--- config.mk ---
export PLATFORM = sky130hd
export DESIGN_NAME = wvrj_lane
export DESIGN_NICKNAME = d
export VERILOG_FILES = /design/src/sv/wvrj_lane.sv
export SDC_FILE = /design/constraint.sdc
export NUM_CORES = 2
export LEC_CHECK = 0
export BUFFER_PORTS_ARGS = -buffer_cell sky130_fd_sc_hd__buf_4
export CORE_UTILIZATION = 30
export DETAILED_ROUTE_END_ITERATION = 10
export PLACE_DENSITY_LB_ADDON = 0.15
export SYNTH_ARGS = -nofsm -noshare
export SYNTH_HDL_FRONTEND = slang
export SYNTH_SLANG_ARGS = --single-unit
--- constraint.sdc ---
create_clock -name clk -period 11.6 [get_ports clk]
set_clock_uncertainty 0.05 [all_clocks]
set_input_delay 1.16 -clock clk [delete_from_list [all_inputs] [get_ports clk]]
set_output_delay 1.16 -clock clk [all_outputs]
set_load 0.05 [all_outputs]
--- src/sv/wvrj_lane.sv ---
// One multiply lane: Q-format product, round half up, saturate, registered.
`default_nettype none
module wvrj_lane #(
  parameter int FRAC_BITS = 16
) (
  input  wire logic               clk,
  input  wire logic signed [32:0] op_a,
  input  wire logic signed [31:0] op_b,
  output logic signed [31:0]      q
);
  localparam logic signed [64:0] RND = 65'sd1 <<< (FRAC_BITS - 1);
  localparam logic signed [64:0] QMAX = 65'sd2147483647;
  localparam logic signed [64:0] QMIN = -65'sd2147483648;

  logic signed [64:0] prod;
  logic signed [64:0] shifted;
  logic signed [31:0] q_nxt;
  logic signed [31:0] q_r;

  always_comb begin
    prod = 65'(op_a) * 65'(op_b) + RND;
    shifted = prod >>> FRAC_BITS;
    if (shifted > QMAX) begin
      q_nxt = 32'sh7fffffff;
    end else if (shifted < QMIN) begin
      q_nxt = 32'sh80000000;
    end else begin
      q_nxt = shifted[31:0];
    end
  end

  always_ff @(posedge clk) begin
    q_r <= q_nxt;
  end

  assign q = q_r;
endmodule
`default_nettype wire

==> qor.yml <==
dp.cells: 5589
rsz0062_at_grt: "false"
grt_pass1_vias: 29740
path_max_fanout: 32
cts_tree: "built"
yosysMostFrequentCell: "fa_1"
clk_pin_slew_ps: 50
wl_um: 109600
synth-seq-cells: 32
seqCellArea_sq_um: 640.6
syn-cell-area_sq_mm: 0.03834
synth_edf_count: 0
ios: 98
hold_buffers: 0
synth-compound-area-share: 0.04640
multi_input_area_sq_mm: 0.03320
clock.fmax_mhz: 97.22
coreArea_sq_mm: 0.1262
worst_pin_slew_ps: 781.9
drive_gt1_frac: 0.04332
start_util: 0.3038
die_w_um: 359.5
period_share: 0.8867
gp_congestion: 0.8698
clockBufferDepth: 2
syn-mean-instance-area_sq_um: 9.446
synthTopCellsByCount: "fa_1, inv_1, and2_1, nand2_1, clkbuf_1"
fp-row-count: 130
start_kind: "primary input"
startpoint: "op_a[32]"
cts_resized: 0
worst_path_max_delay_cell: "fa_1"
synthCells: 4059
post-synth-top-area-cell: "fa_1"
synth_fa_ha_area_frac: 0.6390
slew_violations: 0
use_met1: 0.2464
synth_top_family_by_area: "adder cells"
grt_usage: 0.1776
yosys.area_share.simple: 0.1658
wl_per_cell_um: 19.58
area_delta_synth_final_pct: 5.531
root_buffer: "clkbuf_16"
met2_usage: 0.3144
post-dp-hpwl_um: 93000
place.port_buffers: 97
setup_violations: 0
top_usage_layer: "met2"
hold_start: "q[28]$_SDFF_PN1_"
yosysUniqueCellTypes: 81
hp-class: "reg -> out"
synth-xor-area-share: 0.01348
cp.arrival_ps: 10380
critPathKind: "in -> reg"
largest_register_ffs: 32
drtPass1Iterations: 5
synth.top_cell.area_share: 0.5806
groute.layer.met3.usage: 0.008998
nFillCells: 13230
slew_headroom: 0.4772
setup-tns-final_ps: 0
async_flop_share: 0
period_needed_ps: 10290
viasPerCell: 4.611
nets: 5303
drtIter0Drc: 1115
vias: 25810
syn-num-nets: 5416
antenna_found_initial: 4
clock_sinks: 32
ys.flop_type: "dfxtp_1"
drc: 0
status: "completed"
netlist_top_cells_area: "fa_1, inv_1, and2_1"
final_cells: 5598
critPathRequiredTime_ps: 11690
yosysSeqAreaShare: 0.01671
grt_pass1_wl_um: 179000
max_stage_delay_ps: 770
hold_viol: 0
htreeDepth: 2
cpMostUsedCell: "fa_1"
ant_nets: 0
yosys_warnings: 0
whs_ps: 1865
synth_mux_area_frac: 0.0009137
grt-ovfl-total: 0
grt_max_degree: 34
cp-end-kind: "flop"
die_h_um: 359.5
cts_buffers: 5
die_area_sq_mm: 0.1292
maxCapViolations: 0
postCtsSetupBuffers: 0
## critical path: cells and delay by family
family | cells | cell delay (ps)
compound gates | 4 | 820
fa+ha+maj | 9 | 4930
buf+inv | 5 | 1670
simple gates | 8 | 1720
## logic make-up (layout without fill, tap and decap cells)
group / after synthesis / in the layout
buffers and inverters: 1176 / 1064
DFF: 32 / 32
and+or+nand+nor: 1249 / 1249
adders and majority gates: 1291 / 1291
other: 0 / 1
muxes: 3 / 3
AOI/OAI and AO/OA: 249 / 249
xor gates and xnor gates: 59 / 59
## layout by cell type (no fill, tap or decap), drive strengths merged, types with 4 or more instances in the layout
cell    instances
o21bai          5
nor2           57
a21o           15
and2          542
nand4          27
buf           109
a21oi          97
o21a           16
o31ai           5
nand3          16
a31oi           4
nand2         539
clkbuf          5
o311ai          4
nor3           12
ha            179
o21ai          42
nand2b         19
xnor2          39
inv           947
o211ai         11
a22oi           4
a211oi         10
or3            12
nor4            5
xor2           20
dfxtp          32
fa           1112
## layer usage
| metal | wire (um) | part of all wire | up-vias |
|---|---|---|---|
| met4 | 1229 | 0.011 | 0 |
| li1 | - | - | 11480 |
| met5 | 0 | 0 | - |
| met3 | 2656 | 0.024 | 60 |
| met1 | 49790 | 0.45 | 13920 |
| met2 | 55930 | 0.51 | 351 |
## worst paths after layout
| check | slack (ps) | cells after the start | endpoint |
|---|---|---|---|
| max | 1310 | 26 | q[21]$_SDFF_PN1_ |
| min | 1860 | 1 | q[28] |
## area by class of cell
| type | instances | area share |
|---|---|---|
| diodes | 1 | 0.00006184 |
| repair buffers | 109 | 0.02053 |
| flip-flops and latches | 32 | 0.01583 |
| multi-input cells | 2851 | 0.8206 |
| inverters | 947 | 0.08785 |
| clock inverters | 3 | 0.001051 |
| clock buffers | 5 | 0.003092 |
| well taps | 1650 | 0.05102 |
## per-stage QoR
step	setup WS (ps)	util	cell area, sq um
after global routing	698.7	0.3205	40460
final	1314	0.3206	40460
after floorplan	2113	-	38340
after global placement	969.0	0.3192	40290
after CTS	1193	0.3205	40460
after detailed placement	898.2	0.3192	40290
Power is not shown: default switching activity piles up to over one toggle a cycle in this logic, so the estimate is an artifact.
