===== config.mk =====
export PLATFORM = sky130hd
export DESIGN_NAME = wvrj_merge
export DESIGN_NICKNAME = d
export VERILOG_FILES = /design/src/sv/wvrj_pkg.sv /design/src/sv/wvrj_merge.sv
export SDC_FILE = /design/constraint.sdc
export NUM_CORES = 1
export LEC_CHECK = 0
export ABC_AREA = 1
export BUFFER_PORTS_ARGS = -buffer_cell sky130_fd_sc_hd__buf_2
export CORE_ASPECT_RATIO = 1.2
export CORE_MARGIN = 8
export CORE_UTILIZATION = 59
export DETAILED_ROUTE_END_ITERATION = 6
export PLACE_DENSITY = 0.91
export SLEW_MARGIN = 10
export SYNTH_ARGS = -nofsm -noshare
export SYNTH_HDL_FRONTEND = slang
export SYNTH_SLANG_ARGS = --single-unit
export TNS_END_PERCENT = 50

===== constraint.sdc =====
create_clock -name vclk -period 7.4
set_clock_uncertainty 0.2 [all_clocks]
set_input_delay 1.11 -clock vclk [all_inputs]
set_output_delay 1.11 -clock vclk [all_outputs]
set_load 0.05 [all_outputs]

===== src/sv/wvrj_pkg.sv =====
// Shared types, codes and saturation helpers for the warped vertex residual block.
`default_nettype none
package wvrj_pkg;
  localparam logic [2:0] OP_GROW = 3'd0;
  localparam logic [2:0] OP_PREV = 3'd1;
  localparam logic [2:0] OP_TGT  = 3'd2;
  localparam logic [2:0] OP_HDR  = 3'd3;
  localparam logic [2:0] OP_NROW = 3'd4;

  localparam logic CFG_COST_WEIGHT = 1'b0;
  localparam logic CFG_JAC_EN      = 1'b1;

  localparam logic KIND_RES = 1'b0;
  localparam logic KIND_JAC = 1'b1;

  localparam logic [1:0] GRP_TRANS = 2'd3;

  typedef logic signed [31:0] q_t;
  typedef q_t vec3_t [3];

  typedef struct packed {
    q_t w;
    q_t z;
    q_t y;
    q_t x;
  } node_t;

  function automatic q_t sat32(input logic signed [35:0] v);
    if (v > 36'sd2147483647) begin
      return 32'sh7fffffff;
    end else if (v < -36'sd2147483648) begin
      return 32'sh80000000;
    end
    return v[31:0];
  endfunction

  function automatic q_t sat_sub(input q_t a, input q_t b);
    logic signed [35:0] d;
    d = 36'(a) - 36'(b);
    return sat32(d);
  endfunction
endpackage
`default_nettype wire


===== src/sv/wvrj_merge.sv =====
// Merge of lane products with two base terms into one saturated sum.
`default_nettype none
module wvrj_merge (
  input  wire wvrj_pkg::q_t base,
  input  wire wvrj_pkg::q_t offs,
  input  wire wvrj_pkg::q_t p0,
  input  wire wvrj_pkg::q_t p1,
  input  wire wvrj_pkg::q_t p2,
  output wvrj_pkg::q_t      sum
);
  logic signed [35:0] acc;

  always_comb begin
    acc = 36'(base) + 36'(offs) + 36'(p0) + 36'(p1) + 36'(p2);
    sum = wvrj_pkg::sat32(acc);
  end
endmodule
`default_nettype wire


==> results of run 1 <==
through the flow:
| stage | hold WS, ns | instances | utilization | cell area, um^2 | worst slack, ns |
|---|---|---|---|---|---|
| 3_3_place_gp | 2.57 | 1260 | 0.701 | 6920 | 0.793 |
| 2_1_floorplan | 2.50 | 948 | - | 5860 | 1.07 |
| 4_1_cts | 2.57 | 1260 | 0.701 | 6920 | 0.637 |
| 3_5_place_dp | 2.57 | 1260 | 0.701 | 6920 | 0.664 |
| 5_1_grt | 2.61 | 1260 | 0.701 | 6920 | 0.318 |
| 6_report | 2.56 | 1260 | 0.701 | 6920 | 0.681 |
critical path: stages:
cell,delay (ns)
buf_2,0.07
inv_1,0.04
fa_1,0.56
fa_1,0.45
fa_1,0.47
inv_1,0.08
ha_1,0.23
inv_1,0.07
fa_1,0.41
inv_1,0.07
nand2_1,0.04
nand2_1,0.10
nand3_1,0.09
nand2_1,0.15
nand2_1,0.06
nand2_1,0.16
nand2_1,0.09
nand3_1,0.07
nand2_1,0.07
nor2_1,0.12
nand3_2,0.09
nand2_4,0.31
nand2_1,0.10
nand2_1,0.09
buf_2,0.27
Yosys cell counts:
cell / n / area, um^2
nand3b_1: 1 / 7.51
o21bai_1: 3 / 22.5
nand2_4: 2 / 22.5
nor3_2: 2 / 20.0
nand2_1: 238 / 893
inv_2: 3 / 11.3
inv_1: 393 / 1480
a21oi_1: 30 / 150
or2_2: 2 / 12.5
ha_1: 36 / 450
nor2_1: 50 / 188
nand3_2: 1 / 10.0
o21ai_0: 4 / 20.0
fa_1: 98 / 1960
buf_6: 6 / 67.6
nand2_2: 10 / 62.6
xor2_1: 13 / 114
nor3b_2: 1 / 12.5
a31oi_1: 3 / 18.8
nor2_2: 1 / 6.26
xor2_4: 1 / 27.5
nor3_1: 6 / 30.0
a21o_1: 1 / 7.51
and2_1: 2 / 12.5
xnor2_1: 12 / 105
nand3_1: 20 / 100
clkinv_1: 1 / 3.75
or2_1: 1 / 6.26
nand4_1: 6 / 37.5
a211oi_1: 1 / 7.51
metal layers:
layer | routed length [um] | global-route usage | vias to the layer above
li1 | - | - | 2948
met1 | 5610 | 0.238 | 2601
met2 | 7910 | 0.446 | 170
met3 | 933 | 0.0375 | 37
met4 | 384 | 0.0564 | 0
met5 | 0 | 0 | -
path summary, 6_finish.rpt:
| path | startpoint | to | slack [ns] |
|---|---|---|---|
| max | base[1] | sum[21] | 0.68 |
| min | p2[0] | sum[0] | 2.56 |
cell type report:
class              instances  area, um^2  area share
repair buffers           192         961       0.139
multi-input cells        545        4310       0.623
inverters                397        1490       0.215
well taps                126         158      0.0228
logic make-up (layout without fill, tap and decap cells):
group / after synthesis / in the layout / share of synthesized area
buffers and inverters: 403 / 589 / 0.266
AND/OR/NAND/NOR: 343 / 343 / 0.242
adder cells (fa/ha/maj): 134 / 134 / 0.411
AO/OA/AOI/OAI: 42 / 42 / 0.0386
XOR/XNOR: 26 / 26 / 0.0420
==> results_dict.tcl, run 1 <==
set metrics [dict create \
    antenna_found_initial 0 \
    die_h_um 125 \
    hp-class "in2out" \
    tightest_slew_ns 0.386 \
    syn-num-nets 1242 \
    cts_resized 0 \
    min_path_cells 5 \
    worstPathArrival_ns 5.41 \
    nFillCells 910 \
    fp-row-count 40 \
    period_minus_slack_ns 6.72 \
    wl_per_cell_um 11.8 \
    setup_viol 0 \
    fin_crit_sh 0.908 \
    start_util 0.595 \
    top_level_ports 192 \
    fp.dieW_um 107 \
    final_cell_mix "inv_1, nand2_1, buf_2, fa_1, nor2_1" \
    grt_pass1_wl_um 25900 \
    regArea_um2 0 \
    grt_start_max_net_pins 32 \
    drt-total-wl_um 14800 \
    hold_violations 0 \
    endpoint_kind "output port" \
    grt.overflow.total 0 \
    yosysWarnings 0 \
    areaGrowthSynthToFinish_pct 17.9 \
    layout.nets 1430 \
    hpwlAfterDp_um 13800 \
    synth_cell_types 30 \
    drv_cap 0 \
    vias 5756 \
    dr.pass1.iters 4 \
    synthCells 948 \
    drtAntennaViolNets 0 \
    portBuffers 192 \
    rsz0062_at_grt "no" \
    status "finished clean" \
    critPathKind "in2out" \
    cts_setup_buffers 0 \
    drive_gt1_frac 0.190 \
    syn-cell-area_mm2 0.00586 \
    place.gp.congestion 0.924 \
    clockBufferCount 0 \
    crit_path_max_fanout 31 \
    viasPerCell 4.57 \
    postCtsHoldBufs 0 \
    num_antenna_cells 0 \
    route.detailed.drc 0 \
    synth-seq-area-share 0 \
    grt_use_total 0.227 \
    max-slew-margin-rel 0.743 \
    startpoint_type "input port" \
    drt_iter0_drc 198 \
    design.seq.count 0 \
    first_global_vias 6361 \
    tns_ns 0 \
    core_mm2 0.00986 \
    cp.required_ns 6.09 \
    die_area_mm2 0.0134 \
    finalMaxSlewViolations 0 \
    timing.fmax_mhz 149 \
    final_common_cell "inv_1" \
    syn_area_per_cell_um2 6.19 \
]
Power of run 1 is left out: the tool's default activity adds up to more than one toggle a clock period on the data nets, which glitch-free logic cannot reach.
==> inputs of run 2 (changes only) <==
- BUFFER_PORTS_ARGS: -buffer_cell sky130_fd_sc_hd__buf_2 -> -buffer_cell sky130_fd_sc_hd__buf_4
==> run 2 against run 1 <==
Global-route usage rose by 0.47 points. Design area rose by 6.9%. Die area unchanged. Fmax rose by 2.1%. Routed wire length grew 0.22%. Critical path depth unchanged. Flip-flop and latch count did not move. Setup slack better by 0.14 ns. Hold slack got worse by 0.058 ns. Via count increased by 0.78%.
==> results_dict.tcl, run 2 (synthesis gave the netlist of run 1 again) <==
set metrics [dict create \
    crit_path_max_fanout 31 \
    grt.overflow.total 0 \
    crit_family "adder cells" \
    num_antenna_cells 0 \
    cp.required_ns 6.09 \
    portBuffers 192 \
    grt_start_max_net_pins 32 \
    clockBufferCount 0 \
    top_level_ports 192 \
    postCtsHoldBufs 0 \
    grt_pass1_wl_um 26600 \
    vias 5801 \
    endpoint_kind "output port" \
    cp.depth 25 \
    setup_slack_ns 0.816 \
    utilization 0.750 \
    fp-row-count 40 \
    fp.dieW_um 107 \
    timing.critical_path.mode_cell "nand2_1" \
    layout.nets 1430 \
    viasPerCell 4.60 \
    tightest_slew_ns 0.415 \
    die_area_mm2 0.0134 \
    final_common_cell "inv_1" \
    slowest_delay_ns 0.56 \
    critPathKind "in2out" \
    status "finished clean" \
    grt_use_total 0.231 \
    dr.pass1.iters 4 \
    final_cell_mix "inv_1, nand2_1, buf_4, fa_1, nor2_1" \
    max-slew-margin-rel 0.722 \
    drv_cap 0 \
    core_mm2 0.00986 \
    worstPathArrival_ns 5.27 \
    period_minus_slack_ns 6.58 \
    rsz0062_at_grt "no" \
    hpwlAfterDp_um 13700 \
    hold_start "p2[0]" \
    start_util 0.595 \
    place.gp.congestion 0.940 \
    crit_slowest_cell "fa_1" \
    place_ws_ns 0.829 \
    route.detailed.drc 0 \
    first_global_vias 6399 \
    tns_ns 0 \
    drive_gt1_frac 0.190 \
    drtAntennaViolNets 0 \
    setup_viol 0 \
    hp-class "in2out" \
    startpoint_type "input port" \
    fin_crit_sh 0.890 \
    crit_buf_inv 6 \
    finalMaxSlewViolations 0 \
    multi_input_area_mm2 0.00431 \
    dp.cells 1260 \
    areaGrowthSynthToFinish_pct 26.1 \
    nFillCells 784 \
    hold_violations 0 \
    regArea_um2 0 \
    wl_per_cell_um 11.8 \
    final_cells 1260 \
    drt_iter0_drc 233 \
    timing.fmax_mhz 152 \
    die_h_um 125 \
    antenna_found_initial 0 \
    min_path_cells 5 \
    cts_setup_buffers 0 \
    design.seq.count 0 \
    holdPathEnd "sum[0]" \
    drt-total-wl_um 14900 \
    cts_resized 0 \
]
[run 2: worst max path at each step]
stage | start | endpoint | slack, ns
after floorplan | base[1] | sum[10] | 1.07
after global placement | base[1] | sum[13] | 0.90
after detailed placement | base[1] | sum[19] | 0.83
after CTS | base[1] | sum[19] | 0.79
after global routing | base[1] | sum[25] | 0.35
final | base[1] | sum[19] | 0.82
[run 2: layer usage]
metal	up-vias	GRT usage	wire length, um
li1	2957	-	-
met1	2644	0.246	5560
met2	173	0.447	7940
met3	27	0.0416	1010
met4	0	0.0606	357
met5	-	0	0
[run 2: cell type report]
type | count | share of cell area
multi-input cells | 545 | 0.582
inverters | 397 | 0.201
repair buffers | 192 | 0.195
well taps | 126 | 0.0213
[run 2: metrics by stage]
stage,instance area [um^2],hold slack (ns)
finish,7400,2.51
global route,7400,2.54
CTS,7400,2.51
detailed placement,7400,2.50
global placement,7400,2.51
floorplan,5860,2.50
Power of run 2 is left out for the same reason.
==> inputs of run 3 (changes only) <==
- CORE_UTILIZATION: 59 -> 50
- GPL_ROUTABILITY_DRIVEN: default -> 1
- PLACE_DENSITY: 0.91 -> 0.79
==> run 3 against run 2 <==
Core utilization down 10 points. Global-route usage shrank 4.1 points. Via count down 1.9%. First-iteration DRC count rose by 6.4%. Die area grew 15%. Design area is 0.52% higher. Critical endpoint is now sum[7].
==> results_dict.tcl, run 3 (synthesis gave the netlist of run 1 again) <==
set metrics [dict create \
    status "finished clean" \
    die_area_mm2 0.0155 \
    fp-row-count 43 \
    tightest_slew_ns 0.398 \
    grt_use_total 0.191 \
    final_common_cell "inv_1" \
    endpoint_kind "output port" \
    final_cell_mix "inv_1, nand2_1, buf_4, fa_1, nor2_1" \
    grt.overflow.total 0 \
    viasPerCell 4.41 \
    cts_resized 0 \
    critPathKind "in2out" \
    drive_gt1_frac 0.190 \
    start_util 0.509 \
    clockBufferCount 0 \
    design.seq.count 0 \
    rsz0062_at_grt "no" \
    areaGrowthSynthToFinish_pct 26.8 \
    antenna_found_initial 0 \
    hpwlAfterDp_um 13300 \
    hp-class "in2out" \
    timing.fmax_mhz 151 \
    critPathLaunch "base[1]" \
    postCtsHoldBufs 0 \
    dr.pass1.iters 4 \
    portBuffers 192 \
    setup_slack_ns 0.780 \
    setup_viol 0 \
    grt_pass1_wl_um 25200 \
    cp.required_ns 6.09 \
    place_ws_ns 0.776 \
    period_minus_slack_ns 6.62 \
    route.detailed.drc 0 \
    hold_start "p2[0]" \
    drt_iter0_drc 248 \
    layout.nets 1430 \
    nFillCells 1136 \
    fin_crit_sh 0.895 \
    first_global_vias 6061 \
    die_h_um 135 \
    finalMaxSlewViolations 0 \
    worstPathArrival_ns 5.31 \
    drt-total-wl_um 14400 \
    core_mm2 0.0115 \
    min_path_cells 5 \
    regArea_um2 0 \
    hold_ws_ns 2.50 \
    startpoint_type "input port" \
    grt_start_max_net_pins 32 \
    max-slew-margin-rel 0.735 \
    place.gp.congestion 0.942 \
    hold_violations 0 \
    vias 5692 \
    holdPathEnd "sum[0]" \
    drv_cap 0 \
    crit_path_max_fanout 31 \
    drtAntennaViolNets 0 \
    fp.dieW_um 115 \
    tns_ns 0 \
    top_level_ports 192 \
    wl_per_cell_um 11.1 \
    num_antenna_cells 0 \
    cts_setup_buffers 0 \
]
-- run 3: cell counts in the layout (fill, tap and decap cells not counted) --
Identical to the previous run, type by type.
-- run 3: stage by stage --
stage               instance area (um^2)  utilization  std cells
floorplan                           5860            -        948
global placement                    7430        0.646       1291
detailed placement                  7430        0.646       1291
CTS                                 7430        0.646       1291
global route                        7430        0.646       1291
finish                              7430        0.646       1291
-- run 3: worst max-delay path: stages --
cell and delay (ns):
buf_4 0.07, inv_1 0.04, fa_1 0.56, fa_1 0.45, fa_1 0.47, inv_1 0.08, ha_1 0.22, inv_1 0.07
fa_1 0.39, inv_1 0.07, nand2_1 0.04, nand2_1 0.10, nand3_1 0.09, nand2_2 0.10, nand2_2 0.06, nand2_2 0.08
nand2_1 0.07, nand2_2 0.09, nand2_1 0.08, nand2_2 0.11, xor2_4 0.22, inv_2 0.07, nand2_4 0.32, nand2_1 0.12
buf_4 0.21
-- run 3: cell type report --
class                           count  area, um^2  area share
Timing Repair Buffer              192        1440       0.194
Inverter                          397        1490       0.200
Multi-Input combinational cell    545        4310       0.579
Tap cell                          157         196      0.0264
-- run 3: per-layer routing --
layer | global-route usage | vias to the layer above | share of wire
li1 | - | 2960 | -
met1 | 0.215 | 2556 | 0.40
met2 | 0.366 | 158 | 0.51
met3 | 0.0331 | 18 | 0.074
met4 | 0.0322 | 0 | 0.018
met5 | 0 | - | 0
-- run 3: worst max path at each step --
stage	end	slack (ns)	cells past startpoint
6_report	sum[7]	0.78	25
5_1_grt	sum[15]	0.48	25
4_1_cts	sum[9]	0.75	25
3_5_place_dp	sum[9]	0.78	25
3_3_place_gp	sum[13]	0.86	25
2_1_floorplan	sum[10]	1.07	24
Power of run 3 is left out for the same reason.
