==> src/sv/wvrj_ram.sv <==
// Generic single-write, single-read RAM with registered read data.
`default_nettype none
module wvrj_ram #(
  parameter int WIDTH = 128,
  parameter int DEPTH = 4,
  localparam int AW = (DEPTH > 1) ? $clog2(DEPTH) : 1
) (
  input  wire logic                  clk,
  input  wire logic                  we,
  input  wire logic [AW-1:0]         waddr,
  input  wire logic [WIDTH-1:0]      wdata,
  input  wire logic [AW-1:0]         raddr,
  output logic      [WIDTH-1:0]      rdata
);
  logic [WIDTH-1:0] mem [DEPTH];
  logic [WIDTH-1:0] rdata_r;

  always_ff @(posedge clk) begin
    if (we) begin
      mem[waddr] <= wdata;
    end
    rdata_r <= mem[raddr];
  end

  assign rdata = rdata_r;
endmodule
`default_nettype wire

==> config.mk <==
export PLATFORM = sky130hd
export DESIGN_NAME = wvrj_ram
export DESIGN_NICKNAME = d
export VERILOG_FILES = /design/src/sv/wvrj_ram.sv
export SDC_FILE = /design/constraint.sdc
export NUM_CORES = 1
export LEC_CHECK = 0
export BUFFER_PORTS_ARGS = -buffer_cell sky130_fd_sc_hd__buf_2
export CORE_MARGIN = 2
export CORE_UTILIZATION = 60
export DETAILED_ROUTE_END_ITERATION = 7
export HOLD_SLACK_MARGIN = 0.08
export PLACE_DENSITY = 0.92
export SYNTH_ARGS = -nofsm -noshare
export SYNTH_HDL_FRONTEND = slang
export SYNTH_SLANG_ARGS = --single-unit
==> constraint.sdc <==
create_clock -name clk -period 16.65 [get_ports clk]
set_clock_uncertainty 0.1 [all_clocks]
set_input_delay 1.665 -clock clk [delete_from_list [all_inputs] [get_ports clk]]
set_output_delay 1.665 -clock clk [all_outputs]
set_load 0.005 [all_outputs]
==> impl_metrics.toml, run 1 <==
[global_route]
track_usage_pct = 20.4
grt_pass1_wl_um = 54800
grt-ovfl-total = 0
grt_max_degree = 129
antenna_found_initial = 13
first_global_vias = 9603

[route]
drt_iter0_drc = 563
drt-total-wl_um = 36800
wl_per_cell_um = 22.8
vias_per_cell = 5.64
num_vias = 9092
drt_first_pass_iters = 4
antenna_left = 0
drc = 0

[yosys]
syn_nets = 934
ys_types = 10
yosys_warnings = 0
synth_area_leaders = "edfxtp_1 (73%), mux4_2 (14%), dfxtp_1 (12%)"
syn_area_mm2 = 0.0212
synth_top_area_cell = "edfxtp_1"
postSynthAreaPerCell_um2 = 26.5
yosys.area.top_type_share_pct = 72.6
ys_ff_latch = 640
ys_seq_area_share_pct = 84.7
synth_cells = 800

[clock_tree]
clk_pin_slew_ps = 60
ctsHoldBuffers = 0
cts_setup_buffers = 0
cts_tree = "done"
clk_latency_ps = 590
clockBufferDepth = 3
cts-root-buf = "clkbuf_16"
numClockSinks = 640
cts_resized = 0
ctsHtreeMaxLevel = 2
numCtsBuffers = 58

[timing]
setup_viol = 0
finalCritPeriodShare_pct = 23.5
tightest_slew_ps = 1190
hold_violations = 0
rsz0062_at_grt = "no"
tns_ps = 0
holdWs_ps = 450
finalCriticalPeriod_ps = 3910
drv_slew = 0
fmax_ghz = 0.256
relSlewSlack_pct = 20.4

[cells_and_area]
area_growth_pct = 16.8
regArea_mm2 = 0.0179
fin_cells = 1611
final_cell_mix = "edfxtp_1 (512), buf_2 (259), mux4_2 (128), dfxtp_1 (128), clkbuf_16 (59)"
fin_util_pct = 71.4
drive_gt1_share_pct = 42.2
nNetsFinal = 1235
final_area_mm2 = 0.0247
num-fill-cells = 1919
multi_input_area_mm2 = 0.00293
mostFrequentLayoutCell = "edfxtp_1"

[min_path]
hold_class = "reg2reg"
min-delay-start = "mem[2][117]"
whs_path_depth = 1
hold_end = "rdata[117]"

[place]
place_inst = 1496
dpl.hpwl_um = 20700
portBuffers = 261
gp_congestion = 0.695
dpl-instance-area_mm2 = 0.0228

[pwr]
irDropWorstVdd_uv = 105
p_per_area_mw_per_mm2 = 133
leakagePower_nw = 8.61

[worst_setup_path]
r2r-end = "rdata[75]"
arrival_ps = 4270
cp_common_cell = "buf_4"
cp-start-kind = "input port"
regToRegSetupSlack_ps = 15530
r2r_cells = 1
critical_path.cell_chain = "buf_8 > buf_4 > buf_4 > mux4_2"
critPathMaxStageDelay_ps = 710
crit_type = "in2reg"
endpoint_kind = "flip-flop"
r2r-start = "mem[3][75]"
required_ps = 17010
critPathSlowestCell = "buf_4"
cp_max_fo = 61

[floorplanning]
io_pins = 262
die_x_um = 192
core_mm2 = 0.0346
die_h_um = 192
initial_utilization_pct = 61.1
die_area_mm2 = 0.0368
rows = 68

[run_status]
status = "completed"

[job]
drv_cap = 0
[report_power, final]
group / total [mW] / internal, mW / switching, mW
registers: 1.85 / 1.83 / 0.0289
logic: 0.156 / 0.0782 / 0.0781
clock network: 1.29 / 0.751 / 0.539
total: 3.30 / 2.65 / 0.646
[layout make-up]
type | count | area share [%]
flip-flops and latches | 640 | 72.6
multi-input cells | 132 | 11.9
clock buffers | 74 | 6.28
repair buffers | 269 | 5.64
well taps | 455 | 2.30
clock inverters | 33 | 1.28
diodes | 8 | 0.0810
[synth_stat cells]
cell type / count
edfxtp_1: 512
dfxtp_1: 128
mux4_2: 128
buf_2: 13
buf_12: 10
buf_6: 4
and3b_1: 2
and3_1: 1
clkbuf_1: 1
nor3b_1: 1
[stage by stage]
step / power, mW / setup slack [ps]
final: 3.30 / 12740
after global routing: 3.41 / 12440
after CTS: 3.33 / 12630
after detailed placement: 2.05 / 12000
after global placement: 2.03 / 12020
after floorplan: 1.97 / 4780
[cells by family after synthesis]
logic type	count (synthesis)	synth area share (%)
buffers and inverters	28	1.48
flip-flops	640	84.7
AND/OR/NAND/NOR	4	0.148
multiplexers	128	13.6
[critical path: cells and delay by family]
family	cells	cell delay [ps]
buf+inv	3	1870
mux	1	610
[layer usage]
metal | global-route usage [%] | vias up | part of all wire [%]
met3 | 4.92 | 84 | 7.5
met1 | 26.9 | 4706 | 39
met2 | 33.1 | 332 | 50
li1 | - | 3960 | -
met4 | 8.73 | 10 | 3.1
met5 | 0 | - | 0.13
[registers in the layout, summed over array words and instances, names as in the netlist]
name,cells
mem,512
rdata,128
[worst max path at each step]
stage                     startpoint   endpoint  cells past startpoint  slack (ps)
final                       raddr[0]  rdata[69]                      4       12740
after global routing        raddr[0]  rdata[69]                      4       12440
after CTS                   raddr[0]  rdata[69]                      4       12630
after detailed placement    raddr[0]  rdata[69]                      4       12000
after global placement      raddr[0]   rdata[5]                      4       12020
after floorplan             waddr[1]  mem[0][0]                      1        4780
No activity file was read; power rests on OpenSTA's default activity.
==> run 2, diff against run 1 <==
--- a/config.mk
+++ b/config.mk
@@ -7,10 +7,10 @@
 export LEC_CHECK = 0
 export BUFFER_PORTS_ARGS = -buffer_cell sky130_fd_sc_hd__buf_2
 export CORE_MARGIN = 2
-export CORE_UTILIZATION = 60
+export CORE_UTILIZATION = 51
 export DETAILED_ROUTE_END_ITERATION = 7
 export HOLD_SLACK_MARGIN = 0.08
-export PLACE_DENSITY = 0.92
+export PLACE_DENSITY = 0.84
 export SYNTH_ARGS = -nofsm -noshare
 export SYNTH_HDL_FRONTEND = slang
 export SYNTH_SLANG_ARGS = --single-unit
==> constraint.sdc (replaced) <==
create_clock -name clk -period 3.54 [get_ports clk]
set_clock_uncertainty 0.1 [all_clocks]
set_input_delay 0.354 -clock clk [delete_from_list [all_inputs] [get_ports clk]]
set_output_delay 0.354 -clock clk [all_outputs]
set_load 0.005 [all_outputs]
==> impl_metrics.toml, run 2 (synthesized netlist as in run 1, its figures left out) <==
[clock_tree]
clk_pin_slew_ps = 60
cts-root-buf = "clkbuf_16"
clockBufferDepth = 3
numClockSinks = 640
ctsHtreeMaxLevel = 2
cts_tree = "done"
clk_latency_ps = 600
cts_setup_buffers = 0
numCtsBuffers = 60
cts_resized = 0

[worst_setup_path]
cp_max_fo = 51
critical_path.cell_chain = "buf_2 > and3b_4 > buf_12"
crit_type = "in2reg"
endpoint_kind = "flip-flop"
path_delay_family = "simple AND/OR/NAND/NOR gates"
required_ps = 3690
r2r_cells = 1
r2r-end = "rdata[18]"
cp-start-kind = "input port"
r2r-start = "mem[3][18]"
crit_buf_inv = 2
critPathSlowestCell = "and3b_4"
arrival_ps = 1720
critPathMaxStageDelay_ps = 760
cp.depth = 3
regToRegSetupSlack_ps = 2390
crit_start = "waddr[0]"

[pwr]
totalPowerFinal_mw = 16.0
irDropWorstVdd_uv = 483
p_per_area_mw_per_mm2 = 605
leakagePower_nw = 9.27

[route]
drt-total-wl_um = 40700
drt_iter0_drc = 678
num_vias = 9603
antenna_left = 0
vias_per_cell = 5.27
wl_per_cell_um = 22.3
drt_first_pass_iters = 7
drc = 0

[timing]
setup_viol = 0
relSlewSlack_pct = 47.5
finalCritPeriodShare_pct = 44.4
fmax_ghz = 0.637
rsz0062_at_grt = "no"
fin_ws_ps = 1970
tightest_slew_ps = 788
hold_violations = 0
holdWs_ps = 265
drv_slew = 0
finalCriticalPeriod_ps = 1570

[global_route]
grt-ovfl-total = 0
grt_max_degree = 66
antenna_found_initial = 4
grt_pass1_wl_um = 62300
first_global_vias = 10600
track_usage_pct = 19.2

[place]
gp_congestion = 0.710
dp_worst_setup_slack_ps = 1350
dpl.hpwl_um = 23100
portBuffers = 261

[floorplanning]
die_area_mm2 = 0.0431
initial_utilization_pct = 51.7
io_pins = 262
die_x_um = 208
rows = 74
die_h_um = 208
core_mm2 = 0.0409

[min_path]
whs_path_depth = 3
hold_end = "mem[0][51]"
hold_class = "in2reg"
min-delay-start = "waddr[0]"

[cells_and_area]
area_growth_pct = 24.8
largest_register = "mem"
drive_gt1_share_pct = 38.4
mostFrequentLayoutCell = "edfxtp_1"
largest_reg_flops = 512
nNetsFinal = 1371
num-fill-cells = 2618
final_cell_mix = "edfxtp_1 (512), buf_2 (259), mux4_2 (128), dlygate4sd3_1 (128), dfxtp_1 (128)"

[job]
drv_cap = 0

[run_status]
status = "completed"
run 2: cell types whose count changed in the layout (fill, tap and decap cells not counted), moves of 2 or more:
cell,delta
clkbuf_8,+3
clkbuf_1,+7
clkinv_1,-6
clkinv_4,+2
clkbuf_16,+2
dlygate4sd3_1,+128
clkinv_2,-2
buf_4,-6
diode_2,-4
inv_6,-3
buf_12,+12
run 2: area by class of cell:
class | count | area [um2] | share of cell area (%)
diodes | 4 | 10.0 | 0.0379
clock buffers | 86 | 1670 | 6.33
clock inverters | 26 | 312 | 1.18
multi-input cells | 132 | 2940 | 11.1
flip-flops and latches | 640 | 17900 | 67.9
well taps | 532 | 666 | 2.52
repair buffers | 403 | 2870 | 10.9
run 2: tightest hold or removal path: stages:
cell     delay [ps]
buf_2           140
nor3b_4          90
buf_12          180
run 2: layer usage:
| metal | up-vias | part of all wire [%] | routed length, um | GRT usage (%) |
|---|---|---|---|---|
| met2 | 336 | 52 | 21200 | 33.2 |
| met5 | - | 0 | 0 | 0 |
| li1 | 4227 | - | - | - |
| met4 | 0 | 2.7 | 1110 | 7.53 |
| met1 | 4967 | 39 | 16100 | 24.1 |
| met3 | 73 | 5.6 | 2290 | 3.71 |
run 2: stage by stage:
step | util (%) | setup TNS [ps] | cells | cell area [um2]
floorplan | - | -78730 | 800 | 21200
global placement | 56.5 | 0 | 1579 | 23100
detailed placement | 56.5 | 0 | 1579 | 23100
CTS | 64.5 | 0 | 1819 | 26400
global route | 64.5 | 0 | 1822 | 26400
finish | 64.5 | 0 | 1823 | 26400
run 2: worst max-delay path by stage:
stage	to	slack [ps]
floorplan	mem[0][0]	-620
detailed placement	mem[2][37]	1350
global route	rdata[45]	1920
CTS	rdata[45]	1920
global placement	mem[2][37]	1380
finish	mem[2][45]	1970
run 2: power breakdown:
part,switching [mW],internal [mW]
logic,0.420,0.479
clock network,2.59,3.78
registers,0.130,8.58
total,3.14,12.8
run 2: timing repair:
action | CTS | global route
hold buffers | 128 | 0
endpoints found under the hold margin | 512 | 0
endpoints found under the setup margin | 0 | 0
==> run 3, diff against run 2 <==
==> constraint.sdc (replaced) <==
create_clock -name clk -period 1.32 [get_ports clk]
set_clock_uncertainty 0.1 [all_clocks]
set_input_delay 0.132 -clock clk [delete_from_list [all_inputs] [get_ports clk]]
set_output_delay 0.132 -clock clk [all_outputs]
set_load 0.005 [all_outputs]
==> impl_metrics.toml, run 3 (synthesized netlist as in run 1, its figures left out) <==
[worst_setup_path]
critPathSlowestCell = "dlygate4sd3_1"
critPathMaxStageDelay_ps = 550
endpoint_kind = "flip-flop"
critical_path.cell_chain = "dlygate4sd3_1 > buf_6 > and3b_4 > buf_6 > buf_12"
required_ps = 1510
arrival_ps = 1540
cp_max_fo = 20
cp_common_cell = "buf_6"
path_delay_family = "buffers and inverters"
cp-start-kind = "input port"
crit_type = "in2reg"
crit_buf_inv = 4

[timing]
tns_ps = -958
setup_viol = 87
finalCritPeriodShare_pct = 102
hold_violations = 0
fin_ws_ps = -29.1
drv_slew = 0
rsz0062_at_grt = "yes"
tightest_slew_ps = 330
fmax_ghz = 0.741
relSlewSlack_pct = 78.0
finalCriticalPeriod_ps = 1350

[min_path]
hold_class = "in2reg"

[clock_tree]
cts-root-buf = "clkbuf_16"
cts_tree = "done"
numClockSinks = 640
numCtsBuffers = 58
clk_pin_slew_ps = 60
clk_latency_ps = 590
clockBufferDepth = 3
ctsHtreeMaxLevel = 2

[floorplanning]
die_h_um = 208
rows = 74
die_area_mm2 = 0.0431
io_pins = 262
initial_utilization_pct = 51.7
die_x_um = 208
core_mm2 = 0.0409

[global_route]
track_usage_pct = 19.7
grt_max_degree = 51
antenna_found_initial = 2
first_global_vias = 10700
grt_pass1_wl_um = 64000
grt-ovfl-total = 0

[route]
drt_first_pass_iters = 5
drt-total-wl_um = 42500
drt_iter0_drc = 548
drc = 0
num_vias = 9785
wl_per_cell_um = 22.8
antenna_left = 0
vias_per_cell = 5.24

[cells_and_area]
mostFrequentLayoutCell = "edfxtp_1"
area_growth_pct = 28.0
largest_register = "mem"
nNetsFinal = 1416
largest_reg_flops = 512
drive_gt1_share_pct = 42.7
num-fill-cells = 2490
final_cell_mix = "edfxtp_1 (512), buf_2 (246), dlygate4sd3_1 (134)"

[place]
dp_worst_setup_slack_ps = -101
dpl.hpwl_um = 24300
portBuffers = 261
gp_congestion = 0.722

[pwr]
leakagePower_nw = 9.59
p_sw_share_pct = 19.8
irDropWorstVdd_uv = 1150
p_clk_share_pct = 39.0
power_switching_mw = 8.44
p_int_mw = 34.3
power_frac_seq_pct = 54.7
p_per_area_mw_per_mm2 = 1580
p_comb_share_pct = 6.2

[run_status]
status = "finished with violations"
violations = "negative setup slack"

[job]
drv_cap = 0
-- run 3: layer usage --
metal  vias to the layer above  track usage (%)  part of all wire, %
li1                       4324                -                    -
met1                      5056             24.5                   38
met2                       322             34.2                   54
met3                        83             3.57                  4.9
met4                         0             8.61                  3.4
met5                         -                0                    0
-- run 3: layout make-up --
class	count	area, um2	share of cell area, %
Clock buffer	91	1730	6.38
Clock inverter	19	200	0.739
Antenna cell	2	5.00	0.0185
Multi-Input combinational cell	132	2940	10.8
Tap cell	532	666	2.46
Timing Repair Buffer	450	3580	13.2
Sequential cell	640	18000	66.4
-- run 3: stage by stage --
step | area (um2) | utilization, % | std cells | total power [mW] | hold slack (ps)
final | 27100 | 66.2 | 1866 | 42.7 | 96.5
after detailed placement | 23500 | 57.5 | 1610 | 26.0 | 248
after global routing | 27100 | 66.2 | 1866 | 44.1 | 91.8
after global placement | 23500 | 57.5 | 1610 | 25.8 | 242
after floorplan | 21200 | - | 800 | 24.7 | 131
after CTS | 26900 | 65.6 | 1855 | 42.9 | 72.9
-- run 3: tightest hold or removal path, delay by kind of cell --
kind	cells	cell delay, ps
buffers and inverters	2	360
multiplexers	1	240
-- run 3: timing repair --
action | 4_1_cts | 5_1_grt
cloned | 0 | 5
hold buffers | 135 | 0
setup buffers | 0 | 4
hold endpoints to repair | 641 | 0
resized for setup | 25 | 35
setup endpoints to repair | 23 | 220
-- run 3: path summary, 6_finish.rpt --
kind                    from         end  slack, ps  depth (start not counted)
setup / recovery    waddr[0]  mem[2][81]        -30                          5
hold / removal      raddr[0]   rdata[93]        100                          3
setup reg to reg  mem[0][32]   rdata[32]        150                          1
hold reg to reg   mem[2][20]   rdata[20]        450                          1
-- run 3: power by group through the flow --
| stage | Combinational (mW) | Clock (mW) | Sequential (mW) |
|---|---|---|---|
| final | 2.65 | 16.7 | 23.4 |
| after global routing | 2.84 | 17.8 | 23.5 |
| after CTS | 2.60 | 17.0 | 23.4 |
| after detailed placement | 2.25 | 0 | 23.8 |
| after global placement | 2.17 | 0 | 23.7 |
| after floorplan | 1.03 | 0 | 23.7 |
